--- config.mk ---
export PLATFORM = sky130hd
export DESIGN_NAME = ipv4_longest_prefix_router_unit
export DESIGN_NICKNAME = d
export VERILOG_FILES = /design/src/rtl/core/iplpr_pkg.sv /design/src/rtl/core/ipv4_longest_prefix_router_unit.sv /design/src/rtl/core/iplpr_ctrl.sv /design/src/rtl/core/iplpr_datapath.sv
export VERILOG_INCLUDE_DIRS = /design/src /design/src/rtl/core
export SDC_FILE = /design/constraint.sdc
export NUM_CORES = 1
export LEC_CHECK = 0
export ABC_AREA = 0
export BUFFER_PORTS_ARGS = -buffer_cell sky130_fd_sc_hd__buf_2
export CAP_MARGIN = 40
export CORE_UTILIZATION = 30
export DETAILED_ROUTE_END_ITERATION = 8
export PLACE_DENSITY = 0.4
export SKIP_CTS_REPAIR_TIMING = 1
export SYNTH_ARGS = -nofsm -noshare
export SYNTH_HDL_FRONTEND = slang
export SYNTH_HIERARCHICAL = 1
export SYNTH_SLANG_ARGS = --single-unit
--- constraint.sdc ---
create_clock -name clock -period 9.27 [get_ports clock]
set_clock_uncertainty 0.15 [all_clocks]
set_input_delay 1.854 -clock clock [delete_from_list [all_inputs] [get_ports clock]]
set_output_delay 1.854 -clock clock [all_outputs]
set_load 0.03 [all_outputs]
--- src/rtl/core/ipv4_longest_prefix_router_unit_macros.svh ---
// Assertion macros shared by the router unit.
`ifndef IPV4_LONGEST_PREFIX_ROUTER_UNIT_MACROS_SVH
`define IPV4_LONGEST_PREFIX_ROUTER_UNIT_MACROS_SVH

`ifndef ASSERT_OFF
`define IPLPR_ASSERT(label, clk, rst, prop, msg) \
   label: assert property (@(posedge clk) disable iff (rst) prop) else $error(msg);
`define IPLPR_ASSERT_NEVER(label, clk, rst, expr, msg) \
   label: assert property (@(posedge clk) disable iff (rst) !(expr)) else $error(msg);
`else
`define IPLPR_ASSERT(label, clk, rst, prop, msg)
`define IPLPR_ASSERT_NEVER(label, clk, rst, expr, msg)
`endif

`endif

--- src/rtl/core/iplpr_pkg.sv ---
`default_nettype none

package iplpr_pkg;

   localparam int ROUTES_DEFAULT = 16;

   localparam logic ACTION_ADD = 1'b0;

   typedef enum logic [2:0] {
      RSP_FORWARDED   = 3'd0,
      RSP_DROP_TTL    = 3'd1,
      RSP_DROP_NOROUTE = 3'd2,
      RSP_ADDED       = 3'd3,
      RSP_FULL        = 3'd4
   } rsp_status_type;

   typedef enum logic [2:0] {
      ST_IDLE,
      ST_DECODE,
      ST_SCAN,
      ST_FINISH
   } ctrl_state_type;

   typedef struct packed {
      logic [31:0] prefix;
      logic [5:0]  len;
      logic        direct;
      logic [31:0] gateway;
      logic [1:0]  iface;
   } route_entry_type;

   typedef struct packed {
      logic           load;
      logic           write;
      logic           scan_start;
      logic           scan_step;
      logic           respond;
      rsp_status_type resp_code;
   } dp_cmd_type;

   typedef struct packed {
      logic is_add;
      logic full;
      logic ttl_low;
      logic table_empty;
      logic scan_done;
      logic found;
   } dp_status_type;

   function automatic logic [31:0] len_mask(input logic [5:0] len);
      logic [31:0] mask;
      if (len == 6'd0) begin
         mask = 32'd0;
      end else if (len >= 6'd32) begin
         mask = 32'hFFFF_FFFF;
      end else begin
         mask = ~(32'hFFFF_FFFF >> len);
      end
      return mask;
   endfunction

endpackage

`default_nettype wire

--- src/rtl/core/ipv4_longest_prefix_router_unit.sv ---
`default_nettype none
// Channel    Handshake              Payload
// request    start, busy            req_action .. req_ttl_in
// response   rsp_strobe             rsp_status, rsp_out_iface, rsp_hop_addr, rsp_ttl_out
//
// A request is taken when start is high and busy is low; every request gives one response.
// Add requests and requests dropped for ttl or an empty table answer from decode.
// A lookup walks the table one entry a cycle through the route memory read port,
// so it answers from the finish state after comparing every stored route, at most ROUTES.
// Reset empties the table at once; route memory itself is never cleared.
// The response strobe lasts one cycle and cannot be held off by the receiver.

module ipv4_longest_prefix_router_unit #(
   parameter int ROUTES = iplpr_pkg::ROUTES_DEFAULT
) (
   input  wire logic        clock,
   input  wire logic        reset,
   input  wire logic        start,
   output logic             busy,
   input  wire logic        req_action,
   input  wire logic [31:0] req_address,
   input  wire logic [5:0]  req_prefix_len,
   input  wire logic        req_has_next_hop,
   input  wire logic [31:0] req_next_hop_in,
   input  wire logic [1:0]  req_iface_in,
   input  wire logic [7:0]  req_ttl_in,
   output logic             rsp_strobe,
   output logic [2:0]       rsp_status,
   output logic [1:0]       rsp_out_iface,
   output logic [31:0]      rsp_hop_addr,
   output logic [7:0]       rsp_ttl_out
);
   import iplpr_pkg::*;

   dp_cmd_type    cmd;
   dp_status_type status;

   iplpr_ctrl u_ctrl (
      .clock  (clock),
      .reset  (reset),
      .start  (start),
      .busy   (busy),
      .status (status),
      .cmd    (cmd)
   );

   iplpr_datapath #(
      .ROUTES (ROUTES)
   ) u_datapath (
      .clock            (clock),
      .reset            (reset),
      .req_action       (req_action),
      .req_address      (req_address),
      .req_prefix_len   (req_prefix_len),
      .req_has_next_hop (req_has_next_hop),
      .req_next_hop_in  (req_next_hop_in),
      .req_iface_in     (req_iface_in),
      .req_ttl_in       (req_ttl_in),
      .cmd              (cmd),
      .status           (status),
      .rsp_strobe       (rsp_strobe),
      .rsp_status       (rsp_status),
      .rsp_out_iface    (rsp_out_iface),
      .rsp_hop_addr     (rsp_hop_addr),
      .rsp_ttl_out      (rsp_ttl_out)
   );

endmodule

`default_nettype wire

--- src/rtl/core/iplpr_ctrl.sv ---
`default_nettype none
`include "ipv4_longest_prefix_router_unit_macros.svh"

module iplpr_ctrl (
   input  wire logic                     clock,
   input  wire logic                     reset,
   input  wire logic                     start,
   output logic                          busy,
   input  wire iplpr_pkg::dp_status_type status,
   output iplpr_pkg::dp_cmd_type         cmd
);
   import iplpr_pkg::*;

   ctrl_state_type state_ff;
   ctrl_state_type state_in;

   always_ff @(posedge clock) begin
      if (reset) begin
         state_ff <= ST_IDLE;
      end else begin
         state_ff <= state_in;
      end
   end

   always_comb begin
      state_in = state_ff;
      unique case (state_ff)
         ST_IDLE: begin
            if (start) begin
               state_in = ST_DECODE;
            end
         end
         ST_DECODE: begin
            if (status.is_add || status.ttl_low || status.table_empty) begin
               state_in = ST_IDLE;
            end else begin
               state_in = ST_SCAN;
            end
         end
         ST_SCAN: begin
            if (status.scan_done) begin
               state_in = ST_FINISH;
            end
         end
         ST_FINISH: begin
            state_in = ST_IDLE;
         end
         default: begin
            state_in = ST_IDLE;
         end
      endcase
   end

   always_comb begin
      cmd = '0;
      cmd.resp_code = RSP_FORWARDED;
      busy = 1'b1;
      unique case (state_ff)
         ST_IDLE: begin
            busy = 1'b0;
            cmd.load = start;
         end
         ST_DECODE: begin
            if (status.is_add) begin
               cmd.respond = 1'b1;
               if (status.full) begin
                  cmd.resp_code = RSP_FULL;
               end else begin
                  cmd.write = 1'b1;
                  cmd.resp_code = RSP_ADDED;
               end
            end else if (status.ttl_low) begin
               cmd.respond = 1'b1;
               cmd.resp_code = RSP_DROP_TTL;
            end else if (status.table_empty) begin
               cmd.respond = 1'b1;
               cmd.resp_code = RSP_DROP_NOROUTE;
            end else begin
               cmd.scan_start = 1'b1;
            end
         end
         ST_SCAN: begin
            cmd.scan_step = 1'b1;
         end
         ST_FINISH: begin
            cmd.respond = 1'b1;
            if (status.found) begin
               cmd.resp_code = RSP_FORWARDED;
            end else begin
               cmd.resp_code = RSP_DROP_NOROUTE;
            end
         end
         default: begin
            busy = 1'b1;
         end
      endcase
   end

   `IPLPR_ASSERT(a_start_decodes, clock, reset,
      (state_ff == ST_IDLE && start) |=> (state_ff == ST_DECODE),
      "accepted request did not reach decode")
   `IPLPR_ASSERT(a_respond_state, clock, reset,
      cmd.respond |-> (state_ff == ST_DECODE || state_ff == ST_FINISH),
      "response issued outside decode or finish")
   `IPLPR_ASSERT_NEVER(a_write_full, clock, reset, cmd.write && status.full,
      "route written into a full table")

endmodule

`default_nettype wire

--- src/rtl/core/iplpr_datapath.sv ---
`default_nettype none
`include "ipv4_longest_prefix_router_unit_macros.svh"

module iplpr_datapath #(
   parameter int ROUTES = iplpr_pkg::ROUTES_DEFAULT
) (
   input  wire logic                     clock,
   input  wire logic                     reset,
   input  wire logic                     req_action,
   input  wire logic [31:0]              req_address,
   input  wire logic [5:0]               req_prefix_len,
   input  wire logic                     req_has_next_hop,
   input  wire logic [31:0]              req_next_hop_in,
   input  wire logic [1:0]               req_iface_in,
   input  wire logic [7:0]               req_ttl_in,
   input  wire iplpr_pkg::dp_cmd_type    cmd,
   output iplpr_pkg::dp_status_type      status,
   output logic                          rsp_strobe,
   output logic [2:0]                    rsp_status,
   output logic [1:0]                    rsp_out_iface,
   output logic [31:0]                   rsp_hop_addr,
   output logic [7:0]                    rsp_ttl_out
);
   import iplpr_pkg::*;

   localparam int CNT_W = $clog2(ROUTES + 1);
   localparam int IDX_W = (ROUTES > 1) ? $clog2(ROUTES) : 1;
   localparam logic [CNT_W-1:0] FULL_COUNT = CNT_W'(ROUTES);

   route_entry_type mem [ROUTES];
   route_entry_type rdata_ff;
   route_entry_type wr_entry;

   logic [CNT_W-1:0] count_ff;
   logic [CNT_W-1:0] rd_idx_ff;
   logic             cmp_valid_ff;
   logic             cmp_last_ff;

   logic        action_ff;
   logic [31:0] address_ff;
   logic [5:0]  prefix_len_ff;
   logic        has_next_hop_ff;
   logic [31:0] next_hop_ff;
   logic [1:0]  iface_ff;
   logic [7:0]  ttl_ff;

   logic        found_ff;
   logic [5:0]  best_len_ff;
   logic        best_direct_ff;
   logic [31:0] best_gateway_ff;
   logic [1:0]  best_iface_ff;

   logic        rsp_strobe_ff;
   logic [2:0]  rsp_status_ff;
   logic [1:0]  rsp_iface_ff;
   logic [31:0] rsp_hop_ff;
   logic [7:0]  rsp_ttl_ff;

   logic        issue;
   logic        match;
   logic        better;

   always_ff @(posedge clock) begin
      if (cmd.load) begin
         action_ff       <= req_action;
         address_ff      <= req_address;
         prefix_len_ff   <= req_prefix_len;
         has_next_hop_ff <= req_has_next_hop;
         next_hop_ff     <= req_next_hop_in;
         iface_ff        <= req_iface_in;
         ttl_ff          <= req_ttl_in;
      end
   end

   always_comb begin
      wr_entry.prefix  = address_ff;
      wr_entry.len     = (prefix_len_ff > 6'd32) ? 6'd32 : prefix_len_ff;
      wr_entry.direct  = ~has_next_hop_ff;
      wr_entry.gateway = has_next_hop_ff ? next_hop_ff : 32'd0;
      wr_entry.iface   = iface_ff;
   end

   always_ff @(posedge clock) begin
      if (cmd.write) begin
         mem[count_ff[IDX_W-1:0]] <= wr_entry;
      end
      rdata_ff <= mem[rd_idx_ff[IDX_W-1:0]];
   end

   always_ff @(posedge clock) begin
      if (reset) begin
         count_ff <= '0;
      end else if (cmd.write) begin
         count_ff <= count_ff + 1'b1;
      end
   end

   assign issue = (rd_idx_ff != count_ff);

   always_ff @(posedge clock) begin
      if (reset) begin
         rd_idx_ff    <= '0;
         cmp_valid_ff <= 1'b0;
         cmp_last_ff  <= 1'b0;
      end else if (cmd.scan_start) begin
         rd_idx_ff    <= '0;
         cmp_valid_ff <= 1'b0;
         cmp_last_ff  <= 1'b0;
      end else if (cmd.scan_step) begin
         cmp_valid_ff <= issue;
         cmp_last_ff  <= ((rd_idx_ff + 1'b1) == count_ff);
         if (issue) begin
            rd_idx_ff <= rd_idx_ff + 1'b1;
         end
      end
   end

   assign match  = ((address_ff ^ rdata_ff.prefix) & len_mask(rdata_ff.len)) == 32'd0;
   assign better = cmp_valid_ff && match && (!found_ff || (rdata_ff.len > best_len_ff));

   always_ff @(posedge clock) begin
      if (cmd.scan_start) begin
         found_ff <= 1'b0;
      end else if (cmd.scan_step && better) begin
         found_ff        <= 1'b1;
         best_len_ff     <= rdata_ff.len;
         best_direct_ff  <= rdata_ff.direct;
         best_gateway_ff <= rdata_ff.gateway;
         best_iface_ff   <= rdata_ff.iface;
      end
   end

   always_comb begin
      status.is_add      = (action_ff == ACTION_ADD);
      status.full        = (count_ff == FULL_COUNT);
      status.ttl_low     = (ttl_ff <= 8'd1);
      status.table_empty = (count_ff == '0);
      status.scan_done   = cmp_valid_ff && cmp_last_ff;
      status.found       = found_ff;
   end

   always_ff @(posedge clock) begin
      if (reset) begin
         rsp_strobe_ff <= 1'b0;
      end else begin
         rsp_strobe_ff <= cmd.respond;
      end
   end

   always_ff @(posedge clock) begin
      if (cmd.respond) begin
         rsp_status_ff <= cmd.resp_code;
         if (cmd.resp_code == RSP_FORWARDED) begin
            rsp_iface_ff <= best_iface_ff;
            rsp_hop_ff   <= best_direct_ff ? address_ff : best_gateway_ff;
            rsp_ttl_ff   <= ttl_ff - 8'd1;
         end else begin
            rsp_iface_ff <= 2'd0;
            rsp_hop_ff   <= 32'd0;
            rsp_ttl_ff   <= 8'd0;
         end
      end
   end

   assign rsp_strobe    = rsp_strobe_ff;
   assign rsp_status    = rsp_status_ff;
   assign rsp_out_iface = rsp_iface_ff;
   assign rsp_hop_addr  = rsp_hop_ff;
   assign rsp_ttl_out   = rsp_ttl_ff;

   `IPLPR_ASSERT_NEVER(a_count_bound, clock, reset, count_ff > FULL_COUNT, "route count above table size")
   `IPLPR_ASSERT(a_write_counts, clock, reset, cmd.write |=> (count_ff == $past(count_ff) + 1'b1), "route write did not advance the count")
   `IPLPR_ASSERT(a_fwd_ttl, clock, reset, (rsp_strobe_ff && rsp_status_ff == RSP_FORWARDED) |-> (rsp_ttl_ff != 8'd0), "forwarded request with expired ttl")

endmodule

`default_nettype wire

==> flow_summary.json, run 1 <==
{
  "status": "finished, final reports clean",
  "dr.pass1.iters": 5,
  "drv_slew": 0,
  "path_max_fanout": 41,
  "cpPeakStageDelay_ps": 620,
  "area_delta_synth_final_pct": 17.56,
  "fmax_mhz": 234.5,
  "syn-cell-area_sq_um": 53000,
  "p_per_area_nw_per_um2": 218.7,
  "clock_sink_count": 1425,
  "crit_slowest_cell": "nor4_1",
  "die_w_um": 422.3,
  "ir_worst_vdd_mv": 0.1862,
  "ant_nets": 0,
  "tightest_slew_ps": 1010,
  "crit_buf_inv": 1,
  "crit_path_end_kind": "flop",
  "crit_family": "simple AND/OR/NAND/NOR gates",
  "start_util": 0.3036,
  "clkTransAtPathRegs_ps": 60,
  "crit_type": "flop to flop",
  "clk-insertion-delay-late_ps": 800,
  "die_h_um": 422.3,
  "min_from": "u_datapath/rdata_ff[8]",
  "root_buffer": "clkbuf_16",
  "yosysUniqueCellTypes": 53,
  "port_buffers": 131,
  "synth-main-ff-cell": "edfxtp_1",
  "ys_ff_latch": 1425,
  "via_per_inst": 4.749,
  "post_drt_wl_per_cell_um": 28.20,
  "syn-mean-instance-area_sq_um": 23.37,
  "htree_levels": 4,
  "startpoint_type": "flop",
  "fin_crit_sh": 0.4600,
  "syn-instance-count": 2268,
  "place_inst": 4691,
  "synth_edf_count": 1336,
  "rsz0062_at_grt": "no",
  "synth_warnings": 6,
  "grtUsageTotal": 0.1588,
  "syn_nets": 2366,
  "place.gp.congestion": 0.7450,
  "r2r-start": "u_datapath/ttl_ff[2]",
  "clockBufferDepth": 3,
  "grt_pass1_wl_um": 198800,
  "finalWirelength_um": 140600,
  "final_core_util": 0.3569,
  "io_pins": 132,
  "finalHoldViolCount": 0,
  "final-setup-viol-count": 0,
  "post-dp-hpwl_um": 85830,
  "cap_violations": 0,
  "cts-buffers-inserted": 158,
  "antenna_found_initial": 10,
  "cts_tree": "done",
  "grt_pass1_vias": 25320,
  "drc": 0,
  "leakage_nw": 19.32,
  "layout.nets": 2624,
  "via_count": 23690,
  "dpl_cell_area_sq_um": 57180,
  "finalPower_mw": 13.63,
  "tns_ps": 0,
  "core_area_sq_um": 174600,
  "fin_cells": 4988,
  "drive_gt1_frac": 0.3125,
  "grt_remaining_overflow": 0,
  "cp_data_arrival_time_ps": 4520,
  "hold_class": "flop to flop",
  "grt_max_degree": 117,
  "dieArea_sq_um": 178400,
  "async_flop_share": 0,
  "synth.yosys.seq_area_share": 0.7905,
  "period_minus_slack_ps": 4264,
  "critPathRequiredTime_ps": 9530,
  "drt-initial-drc-count": 1772,
  "relSlewSlack": 0.3254,
  "rows": 153,
  "design_area_sq_um": 62310,
  "path_cells": "or4_1, nor4_1, or3_4, nor2_1, a2111oi_0, o2111ai_1, or3_1, nor3_2, buf_4",
  "critPathLaunch": "u_datapath/ttl_ff[2]"
}
-- report_power, final --
group | switching [mW] | leakage [nW] | internal [mW] | total [mW]
registers | 0.0616 | 12.9 | 7.11 | 7.17
clock network | 2.57 | 2.49 | 3.61 | 6.17
logic | 0.204 | 3.91 | 0.0809 | 0.284
total | 2.83 | 19.3 | 10.8 | 13.6
-- routing by layer --
layer / part of all wire / routed length, um / global-route usage / up-vias
met1: 0.43 / 59780 / 0.2063 / 13030
met5: 0 / 0 / 0 / -
met2: 0.52 / 73500 / 0.2756 / 442
li1: - / - / - / 10050
met3: 0.036 / 5030 / 0.02657 / 169
met4: 0.017 / 2329 / 0.03835 / 0
-- worst paths after layout --
kind	end	slack, ps	depth (start not counted)
max	u_datapath/best_gateway_ff[26]	5010	9
max reg2reg	u_datapath/best_gateway_ff[26]	5010	9
min	u_datapath/best_gateway_ff[6]	250	0
min reg2reg	u_datapath/best_gateway_ff[6]	250	0
-- synth_stat cells, types with 2 or more instances --
master / instances / share of area
buf_6: 2 / 0.00042
and3_1: 6 / 0.00071
o211ai_1: 2 / 0.00028
mux4_2: 365 / 0.16
nor3b_1: 7 / 0.00099
buf_1: 11 / 0.00078
o31a_1: 2 / 0.00033
buf_2: 28 / 0.0026
o21ai_0: 13 / 0.0012
nand3_1: 5 / 0.00047
nor4_1: 3 / 0.00035
and2_1: 41 / 0.0048
o21a_1: 4 / 0.00057
o31ai_2: 2 / 0.00047
dfxtp_1: 89 / 0.034
mux2i_1: 34 / 0.0064
nand2_1: 16 / 0.0011
nor2_1: 70 / 0.0050
nor3_1: 8 / 0.00076
or4_1: 2 / 0.00028
a211oi_1: 2 / 0.00028
nand2b_1: 6 / 0.00071
nand4_1: 2 / 0.00024
nor2b_1: 10 / 0.0012
o31ai_1: 4 / 0.00057
xor2_1: 28 / 0.0046
a21oi_1: 17 / 0.0016
or3_1: 3 / 0.00035
xnor2_1: 25 / 0.0041
clkbuf_1: 69 / 0.0049
inv_1: 18 / 0.0013
or2_2: 3 / 0.00035
o22ai_1: 2 / 0.00024
ha_1: 13 / 0.0031
o221ai_1: 2 / 0.00033
edfxtp_1: 1336 / 0.76
o2111ai_1: 2 / 0.00033
-- per-stage QoR --
step | worst slack, ps | hold slack (ps)
floorplan | 1633 | 235.5
global placement | 4856 | 241.5
detailed placement | 4894 | 240.2
CTS | 4883 | 253.6
global route | 4721 | 258.0
finish | 5006 | 251.5
-- registers in the layout, summed over array words and instances, names as in the netlist, 2 cells and up --
register / flops
u_datapath/rsp_out_iface: 2
u_datapath/rsp_status: 3
u_datapath/best_iface_ff: 2
u_datapath/rsp_ttl_out: 8
u_datapath/rd_idx_ff: 5
u_datapath/rsp_hop_addr: 32
u_datapath/mem: 1168
u_datapath/address_ff: 32
u_datapath/iface_ff: 2
u_ctrl/state_ff: 2
u_datapath/best_gateway_ff: 32
u_datapath/next_hop_ff: 32
u_datapath/count_ff: 5
u_datapath/prefix_len_ff: 6
u_datapath/rdata_ff: 73
u_datapath/best_len_ff: 6
u_datapath/ttl_ff: 8
-- cell type report --
type	count	area, sq um
antenna	4	10.01
tap	2325	2909
inverter	18	67.56
timing repair buffer	209	1643
multi-input combinational	714	10650
sequential	1425	41920
clock buffer	212	4339
clock inverter	81	782.0
fill	16030	112300
-- placed cells by master (no fill, tap or decap), drive strengths merged, types with 3 or more instances in the layout --
cell type,n
inv,25
dfxtp,89
o21a,4
and2,41
bufinv,11
nor3b,7
o31ai,6
o21ai,13
nor2,70
xnor2,25
nor4,3
nand2b,6
a21oi,17
clkinv,57
o22ai,3
diode,4
clkinvlp,6
ha,13
nor3,8
mux2i,34
or2,4
nor2b,10
or3,4
and3,6
nand2,16
mux4,365
buf,209
xor2,28
edfxtp,1336
clkbuf,212
nand3,5
-- kinds of logic (layout without fill, tap and decap cells) --
| family | Yosys count | after routing | synth area share |
|---|---|---|---|
| AO/OA/AOI/OAI | 61 | 61 | 0.007696 |
| buffers and inverters | 129 | 520 | 0.01015 |
| XOR/XNOR | 53 | 53 | 0.008758 |
| flip-flops | 1425 | 1425 | 0.7905 |
| adder cells (fa/ha/maj) | 13 | 13 | 0.003069 |
| multiplexers | 399 | 399 | 0.1615 |
| other | 0 | 4 | 0 |
| AND/OR/NAND/NOR | 188 | 188 | 0.01832 |
Note: power is estimated with default switching activity, not from simulation.
==> run 2: changes to the inputs <==
==> constraint.sdc (replaced) <==
create_clock -name clock -period 4.05 [get_ports clock]
set_clock_uncertainty 0.15 [all_clocks]
set_input_delay 0.81 -clock clock [delete_from_list [all_inputs] [get_ports clock]]
set_output_delay 0.81 -clock clock [all_outputs]
set_load 0.03 [all_outputs]
==> flow_summary.json, run 2 (synthesized netlist as in run 1, its figures left out) <==
{
  "drive_gt1_frac": 0.3225,
  "drc": 0,
  "reg2reg_slack_ps": 310,
  "final_core_util": 0.3598,
  "cap_violations": 0,
  "dr.pass1.iters": 6,
  "grt_max_degree": 92,
  "ant_nets": 0,
  "period_minus_slack_ps": 3745,
  "die_w_um": 422.3,
  "cts_tree": "done",
  "status": "finished, final reports clean",
  "post_drt_wl_per_cell_um": 28.67,
  "die_h_um": 422.3,
  "clockBufferDepth": 3,
  "cp.depth": 10,
  "r2r_end": "u_datapath/best_gateway_ff[27]",
  "grtUsageTotal": 0.1632,
  "clock_sink_count": 1425,
  "clkTransAtPathRegs_ps": 60,
  "post-dp-hpwl_um": 83050,
  "relSlewSlack": 0.4482,
  "rows": 153,
  "via_per_inst": 4.761,
  "final_cell_mix": "1336 x edfxtp_1, 365 x mux4_2, 156 x clkbuf_16",
  "grt_pass1_wl_um": 203800,
  "path_max_fanout": 38,
  "port_buffers": 131,
  "root_buffer": "clkbuf_16",
  "largest_register_ffs": 1168,
  "dp_slack_ps": 178.4,
  "fin_cells": 5033,
  "fin_crit_sh": 0.9247,
  "drt-initial-drc-count": 1761,
  "cpPeakStageDelay_ps": 620,
  "via_count": 23960,
  "tns_ps": 0,
  "final.setup.worst_slack_ps": 305.0,
  "dpl_cell_area_sq_um": 57690,
  "place.gp.congestion": 0.8060,
  "dieArea_sq_um": 178400,
  "ir_worst_vdd_mv": 0.4255,
  "min_from": "req_next_hop_in[14]",
  "start_util": 0.3036,
  "htree_levels": 4,
  "reg2reg_depth": 10,
  "rsz0062_at_grt": "no",
  "crit_buf_inv": 2,
  "grt_remaining_overflow": 0,
  "crit_slowest_cell": "or4_1",
  "cts-buffers-inserted": 155,
  "finalPower_mw": 30.76,
  "path_cells": "or4_1, nor4_2, buf_4, or3_4, nor2_1, a2111oi_0, o2111ai_1, or3_1, nor3_4, buf_12",
  "fmax_mhz": 267.0,
  "io_pins": 132,
  "p_per_area_nw_per_um2": 489.6,
  "finalHoldViolCount": 0,
  "hold_class": "input pin to flop",
  "r2r-start": "u_datapath/ttl_ff[2]",
  "startpoint_type": "flop",
  "drv_slew": 0,
  "critPathRequiredTime_ps": 4330,
  "cp_data_arrival_time_ps": 4020,
  "area_delta_synth_final_pct": 18.52,
  "core_area_sq_um": 174600,
  "whs_ps": 62.16,
  "design_area_sq_um": 62820,
  "crit_path_end_kind": "flop",
  "clk-insertion-delay-late_ps": 780,
  "place_inst": 4729,
  "crit_family": "simple AND/OR/NAND/NOR gates",
  "leakage_nw": 19.58,
  "grt_pass1_vias": 26250,
  "crit_type": "flop to flop",
  "critPathCapture": "u_datapath/best_gateway_ff[27]",
  "tightest_slew_ps": 827.7,
  "final-setup-viol-count": 0,
  "finalWirelength_um": 144300,
  "antenna_found_initial": 9,
  "critPathLaunch": "u_datapath/ttl_ff[2]",
  "layout.nets": 2678,
  "final_common_cell": "edfxtp_1"
}
-- run 2: routing by layer --
layer  up-vias  part of all wire  wire [um]  GRT usage
met1     13200              0.42      59960     0.2047
met4         0             0.021       2974    0.04094
met5         -                 0          0          0
met3       165             0.031       4450    0.02520
met2       468              0.53      76920     0.2927
li1      10130                 -          -          -
-- run 2: how the worst min path moves through the flow --
stage | endpoint | slack [ps] | depth (start not counted)
after floorplan | u_datapath/best_direct_ff | 240 | 0
after global placement | u_datapath/best_gateway_ff[11] | 250 | 0
after detailed placement | u_datapath/best_gateway_ff[24] | 250 | 0
after CTS | u_datapath/next_hop_ff[18] | -30 | 1
after global routing | u_datapath/prefix_len_ff[0] | 0.2 | 1
final | u_datapath/next_hop_ff[14] | 60 | 1
-- run 2: final cells by class --
cell class,instances,area (sq um)
tap,2325,2909
timing repair buffer,266,2308
sequential,1425,41920
inverter,18,67.56
multi-input combinational,714,10680
fill,16070,111800
clock inverter,67,583.1
clock buffer,217,4353
antenna,1,2.502
-- run 2: power breakdown --
group | internal (mW) | switching (mW) | leakage [nW]
Clock | 7.86 | 5.84 | 2.43
Sequential | 16.3 | 0.140 | 12.9
Combinational | 0.195 | 0.459 | 4.23
-- run 2: worst reg2reg max path, cell delays in order (launching register included) --
cell	delay [ps]
edfxtp_1	440
or4_1	620
nor4_2	290
buf_4	180
or3_4	130
nor2_1	120
a2111oi_0	380
o2111ai_1	160
or3_1	400
nor3_4	240
buf_12	270
